==> src/design/ipal_pkg.sv <==
package ipal_pkg;

  localparam int unsigned TableEntriesDef = 16;
  localparam int unsigned AddrWidth       = 32;
  localparam int unsigned PrefixWidth     = 6;
  localparam int unsigned BootEntries     = 8;
  localparam logic [PrefixWidth-1:0] MaxPrefix = 6'd32;

  typedef enum logic [1:0] {
    FUNC_LOOKUP = 2'd0,
    FUNC_ADD    = 2'd1,
    FUNC_REMOVE = 2'd2
  } func_e;

  typedef enum logic [1:0] {
    STAT_DONE = 2'd0,
    STAT_MISS = 2'd1,
    STAT_FULL = 2'd2
  } status_e;

  typedef enum logic [1:0] {
    S_IDLE,
    S_SCAN,
    S_DRAIN,
    S_COMMIT
  } state_e;

  // sequencer to datapath
  typedef struct packed {
    logic busy;
    logic rd_en;
    logic chk_vld;
    logic commit;
  } ctrl_t;

  function automatic logic [AddrWidth-1:0] prefix_mask(input logic [PrefixWidth-1:0] len);
    logic [AddrWidth-1:0] m;
    if (len == '0) begin
      m = '0;
    end else if (len >= MaxPrefix) begin
      m = '1;
    end else begin
      m = {AddrWidth{1'b1}} << (MaxPrefix - len);
    end
    return m;
  endfunction

  function automatic logic [AddrWidth-1:0] boot_net(input logic [2:0] idx);
    logic [AddrWidth-1:0] n;
    unique case (idx)
      3'd0: n = 32'h7F00_0000;
      3'd1: n = 32'hA9FE_0000;
      3'd2: n = 32'h0808_0808;
      3'd3: n = 32'h0808_0404;
      3'd4: n = 32'h0101_0101;
      3'd5: n = 32'h0100_0001;
      3'd6: n = 32'hD043_DEDE;
      3'd7: n = 32'hD043_DCDC;
      default: n = '0;
    endcase
    return n;
  endfunction

  function automatic logic [PrefixWidth-1:0] boot_len(input logic [2:0] idx);
    logic [PrefixWidth-1:0] l;
    unique case (idx)
      3'd0:    l = 6'd8;
      3'd1:    l = 6'd16;
      default: l = MaxPrefix;
    endcase
    return l;
  endfunction

endpackage

==> src/design/ipv4_prefix_allowlist_table_top.sv <==
// Channel   Ports                                  Direction  Transaction when
// request   start_i, func_i, addr_i, prefix_len_i  in         start_i && !busy_o at clk_i
// result    done_o, allowed_o, status_o            out        done_o high (one cycle)
//
// After acceptance the sequencer walks the table one slot a cycle through
// the registered RAM read port, then drains the last read and commits.
// The result strobe rises in the cycle after commit, when a new request may
// already be accepted. rst_ni restores the valid bits to the eight defaults,
// which read from constants until overwritten. The receiver cannot stall.
module ipv4_prefix_allowlist_table_top #(
  parameter int unsigned TableEntries = ipal_pkg::TableEntriesDef
) (
  input  logic                            clk_i,
  input  logic                            rst_ni,
  input  logic                            start_i,
  output logic                            busy_o,
  input  logic [1:0]                      func_i,
  input  logic [ipal_pkg::AddrWidth-1:0]   addr_i,
  input  logic [ipal_pkg::PrefixWidth-1:0] prefix_len_i,
  output logic                            done_o,
  output logic                            allowed_o,
  output logic [1:0]                      status_o
);
  import ipal_pkg::*;

  localparam int unsigned IdxW = $clog2(TableEntries);
  localparam int unsigned EntW = AddrWidth + PrefixWidth;

  ctrl_t ctl;
  logic [IdxW-1:0] rd_idx, chk_idx;

  // latched request
  logic [1:0]             func_q;
  logic [AddrWidth-1:0]   addr_q;
  logic [PrefixWidth-1:0] len_q;

  // scan results
  logic            hit_q, hit_d;
  logic [IdxW-1:0] hit_idx_q, hit_idx_d;
  logic            free_q, free_d;
  logic [IdxW-1:0] free_idx_q, free_idx_d;

  // per-slot state
  logic [TableEntries-1:0] valid_q, valid_d;
  logic [TableEntries-1:0] written_q, written_d;

  // result registers
  logic    done_q, done_d;
  logic    allowed_q, allowed_d;
  status_e status_q, status_d;

  logic                   accept;
  logic                   ram_we;
  logic [EntW-1:0]        ram_rdata;
  logic [AddrWidth-1:0]   ent_net;
  logic [PrefixWidth-1:0] ent_len;
  logic                   ent_vld;
  logic                   match;

  assign accept = start_i && !ctl.busy;
  assign busy_o = ctl.busy;

  ipal_ctrl #(
    .TableEntries(TableEntries)
  ) u_ctrl (
    .clk_i,
    .rst_ni,
    .start_i  (accept),
    .ctl_o    (ctl),
    .rd_idx_o (rd_idx),
    .chk_idx_o(chk_idx)
  );

  ipal_ram #(
    .Width(EntW),
    .Depth(TableEntries)
  ) u_ram (
    .clk_i,
    .we_i   (ram_we),
    .waddr_i(free_idx_q),
    .wdata_i({addr_q, len_q}),
    .re_i   (ctl.rd_en),
    .raddr_i(rd_idx),
    .rdata_o(ram_rdata)
  );

  // Slots never written hold the boot defaults; only the first eight can be valid then.
  always_comb begin
    if (written_q[chk_idx]) begin
      ent_net = ram_rdata[EntW-1:PrefixWidth];
      ent_len = ram_rdata[PrefixWidth-1:0];
    end else begin
      ent_net = boot_net(chk_idx[2:0]);
      ent_len = boot_len(chk_idx[2:0]);
    end
    ent_vld = valid_q[chk_idx];
  end

  ipal_match u_match (
    .exact_i   (func_q != FUNC_LOOKUP),
    .key_addr_i(addr_q),
    .key_len_i (len_q),
    .ent_vld_i (ent_vld),
    .ent_net_i (ent_net),
    .ent_len_i (ent_len),
    .hit_o     (match)
  );

  // Accumulate the first hit and the lowest free slot as the scan advances.
  always_comb begin
    hit_d      = hit_q;
    hit_idx_d  = hit_idx_q;
    free_d     = free_q;
    free_idx_d = free_idx_q;
    if (accept) begin
      hit_d  = 1'b0;
      free_d = 1'b0;
    end else if (ctl.chk_vld) begin
      if (!hit_q && match) begin
        hit_d     = 1'b1;
        hit_idx_d = chk_idx;
      end
      if (!free_q && !ent_vld) begin
        free_d     = 1'b1;
        free_idx_d = chk_idx;
      end
    end
  end

  // Commit: update the table and form the result.
  always_comb begin
    valid_d   = valid_q;
    written_d = written_q;
    ram_we    = 1'b0;
    done_d    = 1'b0;
    allowed_d = allowed_q;
    status_d  = status_q;
    if (ctl.commit) begin
      done_d    = 1'b1;
      allowed_d = 1'b0;
      status_d  = STAT_DONE;
      unique case (func_q)
        FUNC_LOOKUP: allowed_d = hit_q;
        FUNC_ADD: begin
          priority if (hit_q) begin
            status_d = STAT_MISS;
          end else if (free_q) begin
            ram_we                = 1'b1;
            valid_d[free_idx_q]   = 1'b1;
            written_d[free_idx_q] = 1'b1;
          end else begin
            status_d = STAT_FULL;
          end
        end
        FUNC_REMOVE: begin
          if (hit_q) begin
            valid_d[hit_idx_q] = 1'b0;
          end else begin
            status_d = STAT_MISS;
          end
        end
        default: ;
      endcase
    end
  end

  always_ff @(posedge clk_i or negedge rst_ni) begin
    if (!rst_ni) begin
      hit_q     <= 1'b0;
      free_q    <= 1'b0;
      done_q    <= 1'b0;
      valid_q   <= TableEntries'({BootEntries{1'b1}});
      written_q <= '0;
    end else begin
      hit_q     <= hit_d;
      free_q    <= free_d;
      done_q    <= done_d;
      valid_q   <= valid_d;
      written_q <= written_d;
    end
  end

  // Payload: hold the request and result, no reset needed.
  always_ff @(posedge clk_i) begin
    if (accept) begin
      func_q <= func_i;
      addr_q <= addr_i;
      len_q  <= (prefix_len_i > MaxPrefix) ? MaxPrefix : prefix_len_i;
    end
    hit_idx_q  <= hit_idx_d;
    free_idx_q <= free_idx_d;
    allowed_q  <= allowed_d;
    status_q   <= status_d;
  end

  assign done_o    = done_q;
  assign allowed_o = allowed_q;
  assign status_o  = status_q;

  // A result follows a commit cycle and nothing else.
  a_done_after_commit: assert property (@(posedge clk_i) disable iff (!rst_ni)
    done_o |-> $past(ctl.commit))
    else $error("result strobe without a commit");

  // An accepted request makes the block busy on the next cycle.
  a_busy_after_accept: assert property (@(posedge clk_i) disable iff (!rst_ni)
    (start_i && !busy_o) |=> busy_o)
    else $error("block not busy after accepting a request");

  // Only an add can report a full table.
  a_full_only_add: assert property (@(posedge clk_i) disable iff (!rst_ni)
    done_o |-> (func_q == FUNC_ADD) || (status_o != STAT_FULL))
    else $error("table full reported for a non-add request");

  // Only a lookup can report an allowed address.
  a_allowed_only_lookup: assert property (@(posedge clk_i) disable iff (!rst_ni)
    (done_o && allowed_o) |-> (func_q == FUNC_LOOKUP))
    else $error("allowed set for a non-lookup request");

endmodule

==> src/design/ipal_ram.sv <==
module ipal_ram #(
  parameter int unsigned Width = 8,
  parameter int unsigned Depth = 16
) (
  input  logic                     clk_i,
  input  logic                     we_i,
  input  logic [$clog2(Depth)-1:0] waddr_i,
  input  logic [Width-1:0]         wdata_i,
  input  logic                     re_i,
  input  logic [$clog2(Depth)-1:0] raddr_i,
  output logic [Width-1:0]         rdata_o
);

  logic [Width-1:0] mem_q [Depth];
  logic [Width-1:0] rdata_q;

  always_ff @(posedge clk_i) begin
    if (we_i) begin
      mem_q[waddr_i] <= wdata_i;
    end
    if (re_i) begin
      rdata_q <= mem_q[raddr_i];
    end
  end

  assign rdata_o = rdata_q;

endmodule

==> src/design/ipal_match.sv <==
module ipal_match (
  input  logic                            exact_i,
  input  logic [ipal_pkg::AddrWidth-1:0]   key_addr_i,
  input  logic [ipal_pkg::PrefixWidth-1:0] key_len_i,
  input  logic                            ent_vld_i,
  input  logic [ipal_pkg::AddrWidth-1:0]   ent_net_i,
  input  logic [ipal_pkg::PrefixWidth-1:0] ent_len_i,
  output logic                            hit_o
);
  import ipal_pkg::*;

  logic [AddrWidth-1:0] mask;

  always_comb begin
    mask = prefix_mask(ent_len_i);
    if (exact_i) begin
      hit_o = ent_vld_i && (ent_net_i == key_addr_i) && (ent_len_i == key_len_i);
    end else begin
      hit_o = ent_vld_i && ((key_addr_i & mask) == (ent_net_i & mask));
    end
  end

endmodule

==> src/design/ipal_ctrl.sv <==
module ipal_ctrl #(
  parameter int unsigned TableEntries = ipal_pkg::TableEntriesDef
) (
  input  logic                            clk_i,
  input  logic                            rst_ni,
  input  logic                            start_i,
  output ipal_pkg::ctrl_t                 ctl_o,
  output logic [$clog2(TableEntries)-1:0] rd_idx_o,
  output logic [$clog2(TableEntries)-1:0] chk_idx_o
);
  import ipal_pkg::*;

  localparam int unsigned IdxW = $clog2(TableEntries);
  localparam logic [IdxW-1:0] LastIdx = IdxW'(TableEntries - 1);

  state_e          state_q, state_d;
  logic [IdxW-1:0] cnt_q, cnt_d;
  logic            chk_vld_q;
  logic [IdxW-1:0] chk_idx_q;

  always_ff @(posedge clk_i or negedge rst_ni) begin
    if (!rst_ni) begin
      state_q   <= S_IDLE;
      cnt_q     <= '0;
      chk_vld_q <= 1'b0;
      chk_idx_q <= '0;
    end else begin
      state_q   <= state_d;
      cnt_q     <= cnt_d;
      chk_vld_q <= ctl_o.rd_en;
      chk_idx_q <= cnt_q;
    end
  end

  always_comb begin
    state_d       = state_q;
    cnt_d         = cnt_q;
    ctl_o.busy    = 1'b1;
    ctl_o.rd_en   = 1'b0;
    ctl_o.commit  = 1'b0;
    unique case (state_q)
      S_IDLE: begin
        ctl_o.busy = 1'b0;
        cnt_d      = '0;
        if (start_i) begin
          state_d = S_SCAN;
        end
      end
      S_SCAN: begin
        ctl_o.rd_en = 1'b1;
        cnt_d       = cnt_q + 1'b1;
        if (cnt_q == LastIdx) begin
          state_d = S_DRAIN;
        end
      end
      S_DRAIN: begin
        state_d = S_COMMIT;
      end
      S_COMMIT: begin
        ctl_o.commit = 1'b1;
        state_d      = S_IDLE;
      end
      default: state_d = S_IDLE;
    endcase
    ctl_o.chk_vld = chk_vld_q;
  end

  assign rd_idx_o  = cnt_q;
  assign chk_idx_o = chk_idx_q;

endmodule

==> config.mk <==
export PLATFORM = sky130hd
export DESIGN_NAME = ipv4_prefix_allowlist_table_top
export DESIGN_NICKNAME = d
export VERILOG_FILES = /design/src/design/ipal_pkg.sv /design/src/design/ipv4_prefix_allowlist_table_top.sv /design/src/design/ipal_ram.sv /design/src/design/ipal_match.sv /design/src/design/ipal_ctrl.sv
export SDC_FILE = /design/constraint.sdc
export NUM_CORES = 1
export LEC_CHECK = 0
export BUFFER_PORTS_ARGS = -buffer_cell sky130_fd_sc_hd__buf_2
export CORE_ASPECT_RATIO = 1.1
export CORE_UTILIZATION = 35
export DETAILED_ROUTE_END_ITERATION = 10
export PLACE_DENSITY = 0.61
export SYNTH_ARGS = -nofsm -noshare
export SYNTH_HDL_FRONTEND = slang
export SYNTH_SLANG_ARGS = --single-unit
==> constraint.sdc <==
create_clock -name clk_i -period 4.9 [get_ports clk_i]
set_input_delay 0.245 -clock clk_i [delete_from_list [all_inputs] [get_ports clk_i]]
set_output_delay 0.245 -clock clk_i [all_outputs]
set_load 0.005 [all_outputs]
Word level (Yosys, flattened, before mapping)
Memory sizes are Yosys's and may differ from the RTL's. A register that Yosys moved wholly into a read port is not among the register bits.
Cells that the tools add are included.

cells by class
  multiplexer cells = 42
  div/mod/pow operators = 0
  shifts and indexed selects = 1
  bitwise logic cells = 8
  reductions and logical operators = 28
  $add $sub $neg = 2
  $mul = 0
  $lt $le $gt $ge = 7
  equal/unequal tests = 15

operator list
  kind                                                 count
  two-way mux 32 bit                                   3
  AND 32 bit                                           2
  equality test 32 bit                                 2
  two-way mux 16 bit                                   3
  bitwise OR 16 bit                                    2
  one-hot mux 16 bit (2 select lines)                  1
  << shifter 32 x 6 -> 32 bit, first input constant    1
  two-way mux 1 bit                                    22
  AND 16 bit                                           1
  NOT 16 bit                                           1
  < comparator 4 x 5 -> 1 bit, second input constant   3
  one-hot mux 6 bit (2 select lines)                   1
  nonzero test 2 bit                                   6
  binary-select mux 1 bit (select 4 bit)               2
  demux 1 bit (select 4 bit)                           2
  >= comparator 4 x 1 -> 1 bit, second input constant  2
  logical AND 1 bit                                    8
  two-way mux 2 bit                                    4
  inequality test 2 bit, second input constant         4
  one-hot mux 2 bit (4 select lines)                   1
  one-hot mux 4 bit (2 select lines)                   1
  equality test 2 bit, second input constant           3
  equality test 6 bit                                  1
  >= comparator 6 bit, second input constant           1
  other kinds (18)                                     26

word-level totals
  latch bits = 0
  RAM bits = 608
  word-level logic and storage cells = 121
  output and inout port bits = 5
  memories = 2
  register bits = 97
  ROM bits = 240

memory list
  name              words  width  rd ports  clocked after memory_dff  write ports  line            RTL
  u_ram.mem_q       16     38     1         1                         1            ipal_ram.sv:14  logic [Width-1:0] mem_q [Depth];
  (name not given)  8      30     1         0                         0            ipal_pkg.sv:50  unique case (idx)

Depth between registers and ports, before layout
  depth after elaboration = 15
  depth in mapped cells = 18
  gate-level depth less buffers = 14

Modules after synthesis
A second synthesis with hierarchy kept.

unflattened totals
  cells, all modules = 1507
  area, all modules = 29660.9 µm²

modules (own cells, without submodules)
  module                           seq. area each (µm²)  area each (µm²)  instances  cells an instance
  ipal_ram                         19398.6               23950.5          1          989
  ipv4_prefix_allowlist_table_top  2417.3                4222.8           1          340
  ipal_match                       0.0                   1009.7           1          144
  ipal_ctrl                        275.3                 478.0            1          34

Least setup slack after synthesis
No wires, ideal clock.

  path kind = register to register
  from = register u_ctrl.chk_idx_q[0] (netlist: u_ctrl.chk_idx_o[0])
  to = register hit_idx_q[0], enable pin
  setup time = 0.307 ns
  cell stages (with the launch flop) = 19
  arrival = 4.000 ns
  required time = 4.593 ns
  setup slack = 0.593 ns
  path through = dfrtp_1 > buf_6 > mux2i_1 > a221o_1 > o22ai_1 > clkbuf_1 > clkbuf_1 > nand2_1 > ha_1 > clkbuf_1 > nand2b_1 > a21o_1 > mux2i_1 > a21o_1 > o21ai_0 > or4b_1 > a22oi_1 > nand4_1 > nand2_1

between the ends
  word-level cells in the longest chain between the ends = 13
  elaborated cells on any way between the ends = 27

ends and longest elaborated chain
  what                                                                                                  line                                                   RTL
  from (decl)                                                                                           ipal_ctrl.sv:19                                        logic [IdxW-1:0] chk_idx_q;
  from (signal assigned)                                                                                ipal_ctrl.sv:31                                        chk_idx_q <= cnt_q;
  binary-select mux 1 bit (select 4 bit) (tied with other cells)                                        ipv4_prefix_allowlist_table_top.sv:89                  if (written_q[chk_idx]) begin
  two-way mux 1 bit (implied by the code) / one-hot mux 6 bit (2 select lines) (equally long branches)  ipv4_prefix_allowlist_table_top.sv:89, ipal_pkg.sv:66
  two-way mux 6 bit                                                                                     ipv4_prefix_allowlist_table_top.sv:89
  subtractor 6 bit                                                                                      ipal_pkg.sv:43                                         m = {AddrWidth{1'b1}} << (MaxPrefix - len);
  << shifter 32 x 6 -> 32 bit                                                                           ipal_pkg.sv:43
  two-way mux 32 bit                                                                                    ipal_pkg.sv:40                                         end else if (len >= MaxPrefix) begin
  two-way mux 32 bit                                                                                    ipal_pkg.sv:38                                         if (len == '0) begin
  AND 32 bit                                                                                            ipal_match.sv:19                                       hit_o = ent_vld_i && ((key_addr_i & mask) == (ent_net_i & mask));
  equality test 32 bit                                                                                  ipal_match.sv:19
  logical AND 1 bit                                                                                     ipal_match.sv:19
  two-way mux 1 bit *                                                                                   ipal_match.sv:16                                       if (exact_i) begin
  logical AND 1 bit *                                                                                   ipv4_prefix_allowlist_table_top.sv:119                 if (!hit_q && match) begin
  AND reduction 3 bit (no line) *                                                                       --
  to (signal assigned)                                                                                  ipv4_prefix_allowlist_table_top.sv:190                 hit_idx_q <= hit_idx_d;
  to (decl)                                                                                             ipv4_prefix_allowlist_table_top.sv:39                  logic [IdxW-1:0] hit_idx_q, hit_idx_d;

Every way passes the cells marked *; elsewhere a longest branch is shown, timed or not. The select of a mux whose other input is x is not followed.
A chain may end at the register's enable or synchronous reset.

Final worst setup path
  from = register u_ctrl.chk_idx_q[0] (netlist: u_ctrl.chk_idx_o[0])
  to = register hit_idx_q[1], enable pin

Same word-level chain as after synthesis.

==> results.cfg <==
[yosys]
syn_area_um2 = 30000
yosysWarnings = 0
ys.flop_type = edfxtp_1
synth.avg_cell_area_um2 = 17.2
syn_nets = 1804
ys_ff_latch = 743
synthCells = 1748
async_flop_share_pct = 6.19
synth.distinct_cells = 63
synth-seq-area-share_pct = 73.6
synth_edf_count = 697

[worst_setup_path]
crit_type = reg -> reg
crit_required_ps = 5210
crit_fanout = 13
crit_chain = mux4_2 > nor2_1 > o22ai_2 > nand2_1 > ha_1 > and2_1 > o211ai_1 > o21ai_0 > a31oi_1 > or4b_1 > a22oi_1 > nand4_1 > nand2_1
worstPathArrival_ps = 4900
worst_path_max_delay_cell = dfrtp_1
cp_top_family = simple AND/OR/NAND/NOR gates
start_kind = register
path_buf_inv = 0
critPathMaxStageDelay_ps = 680
cp_common_cell = nand2_1
setup.worst_path.end_class = register

[global_routing]
grt_pass1_wl_um = 111000
grt_pass1_vias = 16600
track_usage_pct = 17.5
antenna_found_initial = 1
grt_max_degree = 75
grt_overflow = 0

[sta]
fin_crit_sh_pct = 93.8
max_freq_mhz = 218
setup_violations = 0
worstMarginPinSlew_ps = 1130
rsz0062_at_grt = no
drv_slew = 0
hold_viol_final = 0
setup_tns_ps = 0
relSlewSlack_pct = 24.7
finalClockSkew_ps = 17.6
period_minus_slack_ps = 4590

[power]
p_seq_share_pct = 44.6
p_switching_mw = 5.82
p_comb_share_pct = 25.3
ir_drop_v = 0.000269
switching_share_pct = 31.1
p_int_mw = 12.9
leakagePower_nw = 11.4
power_frac_clock_pct = 30.1
power_density_nw_per_um2 = 538

[finish]
syn_to_final_growth_pct = 15.8
multi_input_area_um2 = 7630
fillers = 7655
drive_gt1_share_pct = 19.3
regArea_um2 = 22100
antennaDiodeCount = 0
fin_nets = 1938
fin_area_um2 = 34800

[clock_network]
cts_made_buffers = 79
clk_latency_ps = 630
cts_resized = 0
htree_levels = 3
cts-root-buf = clkbuf_16
clock-sinks = 743
cts_tree = done
cts_setup_buffers = 0
clock_path_buffers = 3
path_clk_slew_ps = 60
hold_buffers = 41

[floorplanning]
initial_core_util_pct = 35.4
core_um2 = 84900
io_pins = 48
fp.dieW_um = 281
die_h_um = 309
rows = 112
die_area_um2 = 87000

[detailed_routing]
drt_pass1_iterations = 6
drtAntennaViolNets = 0
drt_iter0_drc = 1390
vias = 16500
drc = 0
totalWireLength_um = 75000
viasPerCell = 5.35
post_drt_wl_per_cell_um = 24.3

[run_status]
status = complete, no violations

[run]
drv_cap = 0

[place]
placed_cell_area_um2 = 31900
port_buffers = 47
gp_congestion = 0.890
dp.final_hpwl_um = 41900

[hold_path]
min_path_type = in -> reg
kinds of logic (layout without fill, tap and decap cells):
family	count (synthesis)	in the layout	share of synthesized area, %
AO/OA/AOI/OAI	329	329	7.09
XOR/XNOR	34	34	0.992
adder cells (fa/ha/maj)	13	13	0.542
buffers and inverters	110	304	1.47
flip-flops	743	743	73.6
multiplexers	250	250	11.9
AND/OR/NAND/NOR	269	269	4.43
per-stage QoR:
step	setup WS, ps	utilization (%)	power, mW	hold slack (ps)	cells
6_report	305	40.9	18.7	80.5	3082
5_1_grt	36.4	40.9	19.5	75.3	3082
3_5_place_dp	359	37.6	13.2	399	2900
3_3_place_gp	466	37.6	13.2	385	2900
2_1_floorplan	593	-	11.5	-50.6	1748
4_1_cts	335	40.9	18.9	47.3	3082
worst reg2reg max path, cell delays in order, from the launching register on:
cell and delay, ps:
dfrtp_1 680, mux4_2 630, nor2_1 230, o22ai_2 200, nand2_1 200, ha_1 520
and2_1 200, o211ai_1 110, o21ai_0 280, a31oi_1 90, or4b_1 560, a22oi_1 210
nand4_1 150, nand2_1 240
synth_stat cells, types with 5 or more instances:
master,n,area [µm²]
buf_1,15,56.3
dfstp_2,8,210
o211ai_1,6,45.0
edfxtp_1,697,20900
xnor2_1,26,228
a31oi_1,9,56.3
nand3_1,13,65.1
nor3_1,12,60.1
a221oi_1,47,412
and2_1,9,56.3
a22oi_1,42,315
or2_2,20,125
mux2i_1,138,1380
o22ai_1,5,31.3
mux2_2,29,327
nand2b_1,21,131
nand2_1,106,398
o21ai_0,93,465
o221ai_1,7,61.3
dfrtp_1,38,951
a21oi_1,84,420
xor2_1,8,70.1
mux4_2,83,1870
ha_1,13,163
inv_1,23,86.3
nand4_1,7,43.8
clkbuf_1,65,244
nor2b_1,18,113
nor2_1,38,143
a22o_1,7,61.3
state kept, by name, summed over array words and instances, names as in the netlist:
| name | count |
|---|---|
| addr_q | 32 |
| allowed_o | 1 |
| done_o | 1 |
| free_idx_q | 4 |
| free_q | 1 |
| func_q | 2 |
| hit_idx_q | 4 |
| hit_q | 1 |
| len_q | 6 |
| status_o | 2 |
| u_ctrl.chk_idx_o | 4 |
| u_ctrl.chk_vld_q | 1 |
| u_ctrl.rd_idx_o | 4 |
| u_ctrl.state_q | 2 |
| u_ram.mem_q | 608 |
| u_ram.rdata_o | 38 |
| valid_q | 16 |
| written_q | 16 |
path summary, 6_finish.rpt:
| check | from | endpoint | slack (ps) | cells after the start |
|---|---|---|---|---|
| max | u_ctrl.chk_idx_o[0] | hit_idx_q[1] | 310 | 13 |
| min in group asynchronous | rst_ni | done_o | 260 | 3 |
| max reg2reg | u_ctrl.chk_idx_o[0] | hit_idx_q[1] | 310 | 13 |
| min | start_i | u_ctrl.state_q[1] | 80 | 4 |
| min reg2reg | written_q[4] | written_q[4] | 470 | 1 |
| max in group asynchronous | rst_ni | u_ctrl.rd_idx_o[0] | 4120 | 3 |
per-layer routing:
metal / routed length, µm / GRT usage, % / vias up
met3: 3680 / 2.55 / 103
met2: 36900 / 29.2 / 478
met1: 32700 / 23.6 / 8640
met5: 0 / 0 / -
met4: 1710 / 5.54 / 0
li1: - / - / 7257
cell usage in the layout (no fill, tap or decap), drive strengths merged, types with 12 or more instances in the layout:
| cell | netlist | routed |
|---|---|---|
| nand2 | 106 | 106 |
| clkbuf | 65 | 97 |
| dlygate4sd3 | 0 | 41 |
| edfxtp | 697 | 697 |
| buf | 22 | 99 |
| dfrtp | 38 | 38 |
| o21ai | 93 | 93 |
| inv | 23 | 26 |
| nand2b | 21 | 21 |
| mux4 | 83 | 83 |
| nor3 | 12 | 12 |
| mux2i | 138 | 138 |
| nor2 | 38 | 38 |
| mux2 | 29 | 29 |
| ha | 13 | 13 |
| nor2b | 18 | 18 |
| clkinv | 0 | 33 |
| a21oi | 84 | 84 |
| xnor2 | 26 | 26 |
| nand3 | 13 | 13 |
| a22oi | 43 | 43 |
| or2 | 20 | 20 |
| a221oi | 48 | 48 |
power by group through the flow:
stage	Clock [mW]	Sequential, mW	Combinational [mW]
6_report	5.63	8.34	4.73
5_1_grt	5.97	8.42	5.12
4_1_cts	5.76	8.35	4.77
2_1_floorplan	0	8.01	3.45
3_5_place_dp	0	8.47	4.73
3_3_place_gp	0	8.46	4.71
area by class of cell:
| class | instances | area share (%) |
|---|---|---|
| Sequential cell | 743 | 63.6 |
| Clock inverter | 44 | 1.02 |
| Inverter | 23 | 0.248 |
| Tap cell | 1140 | 4.10 |
| Clock buffer | 97 | 5.94 |
| Timing Repair Buffer | 140 | 3.20 |
| Multi-Input combinational cell | 895 | 21.9 |
(Power assumes the default switching activity.)
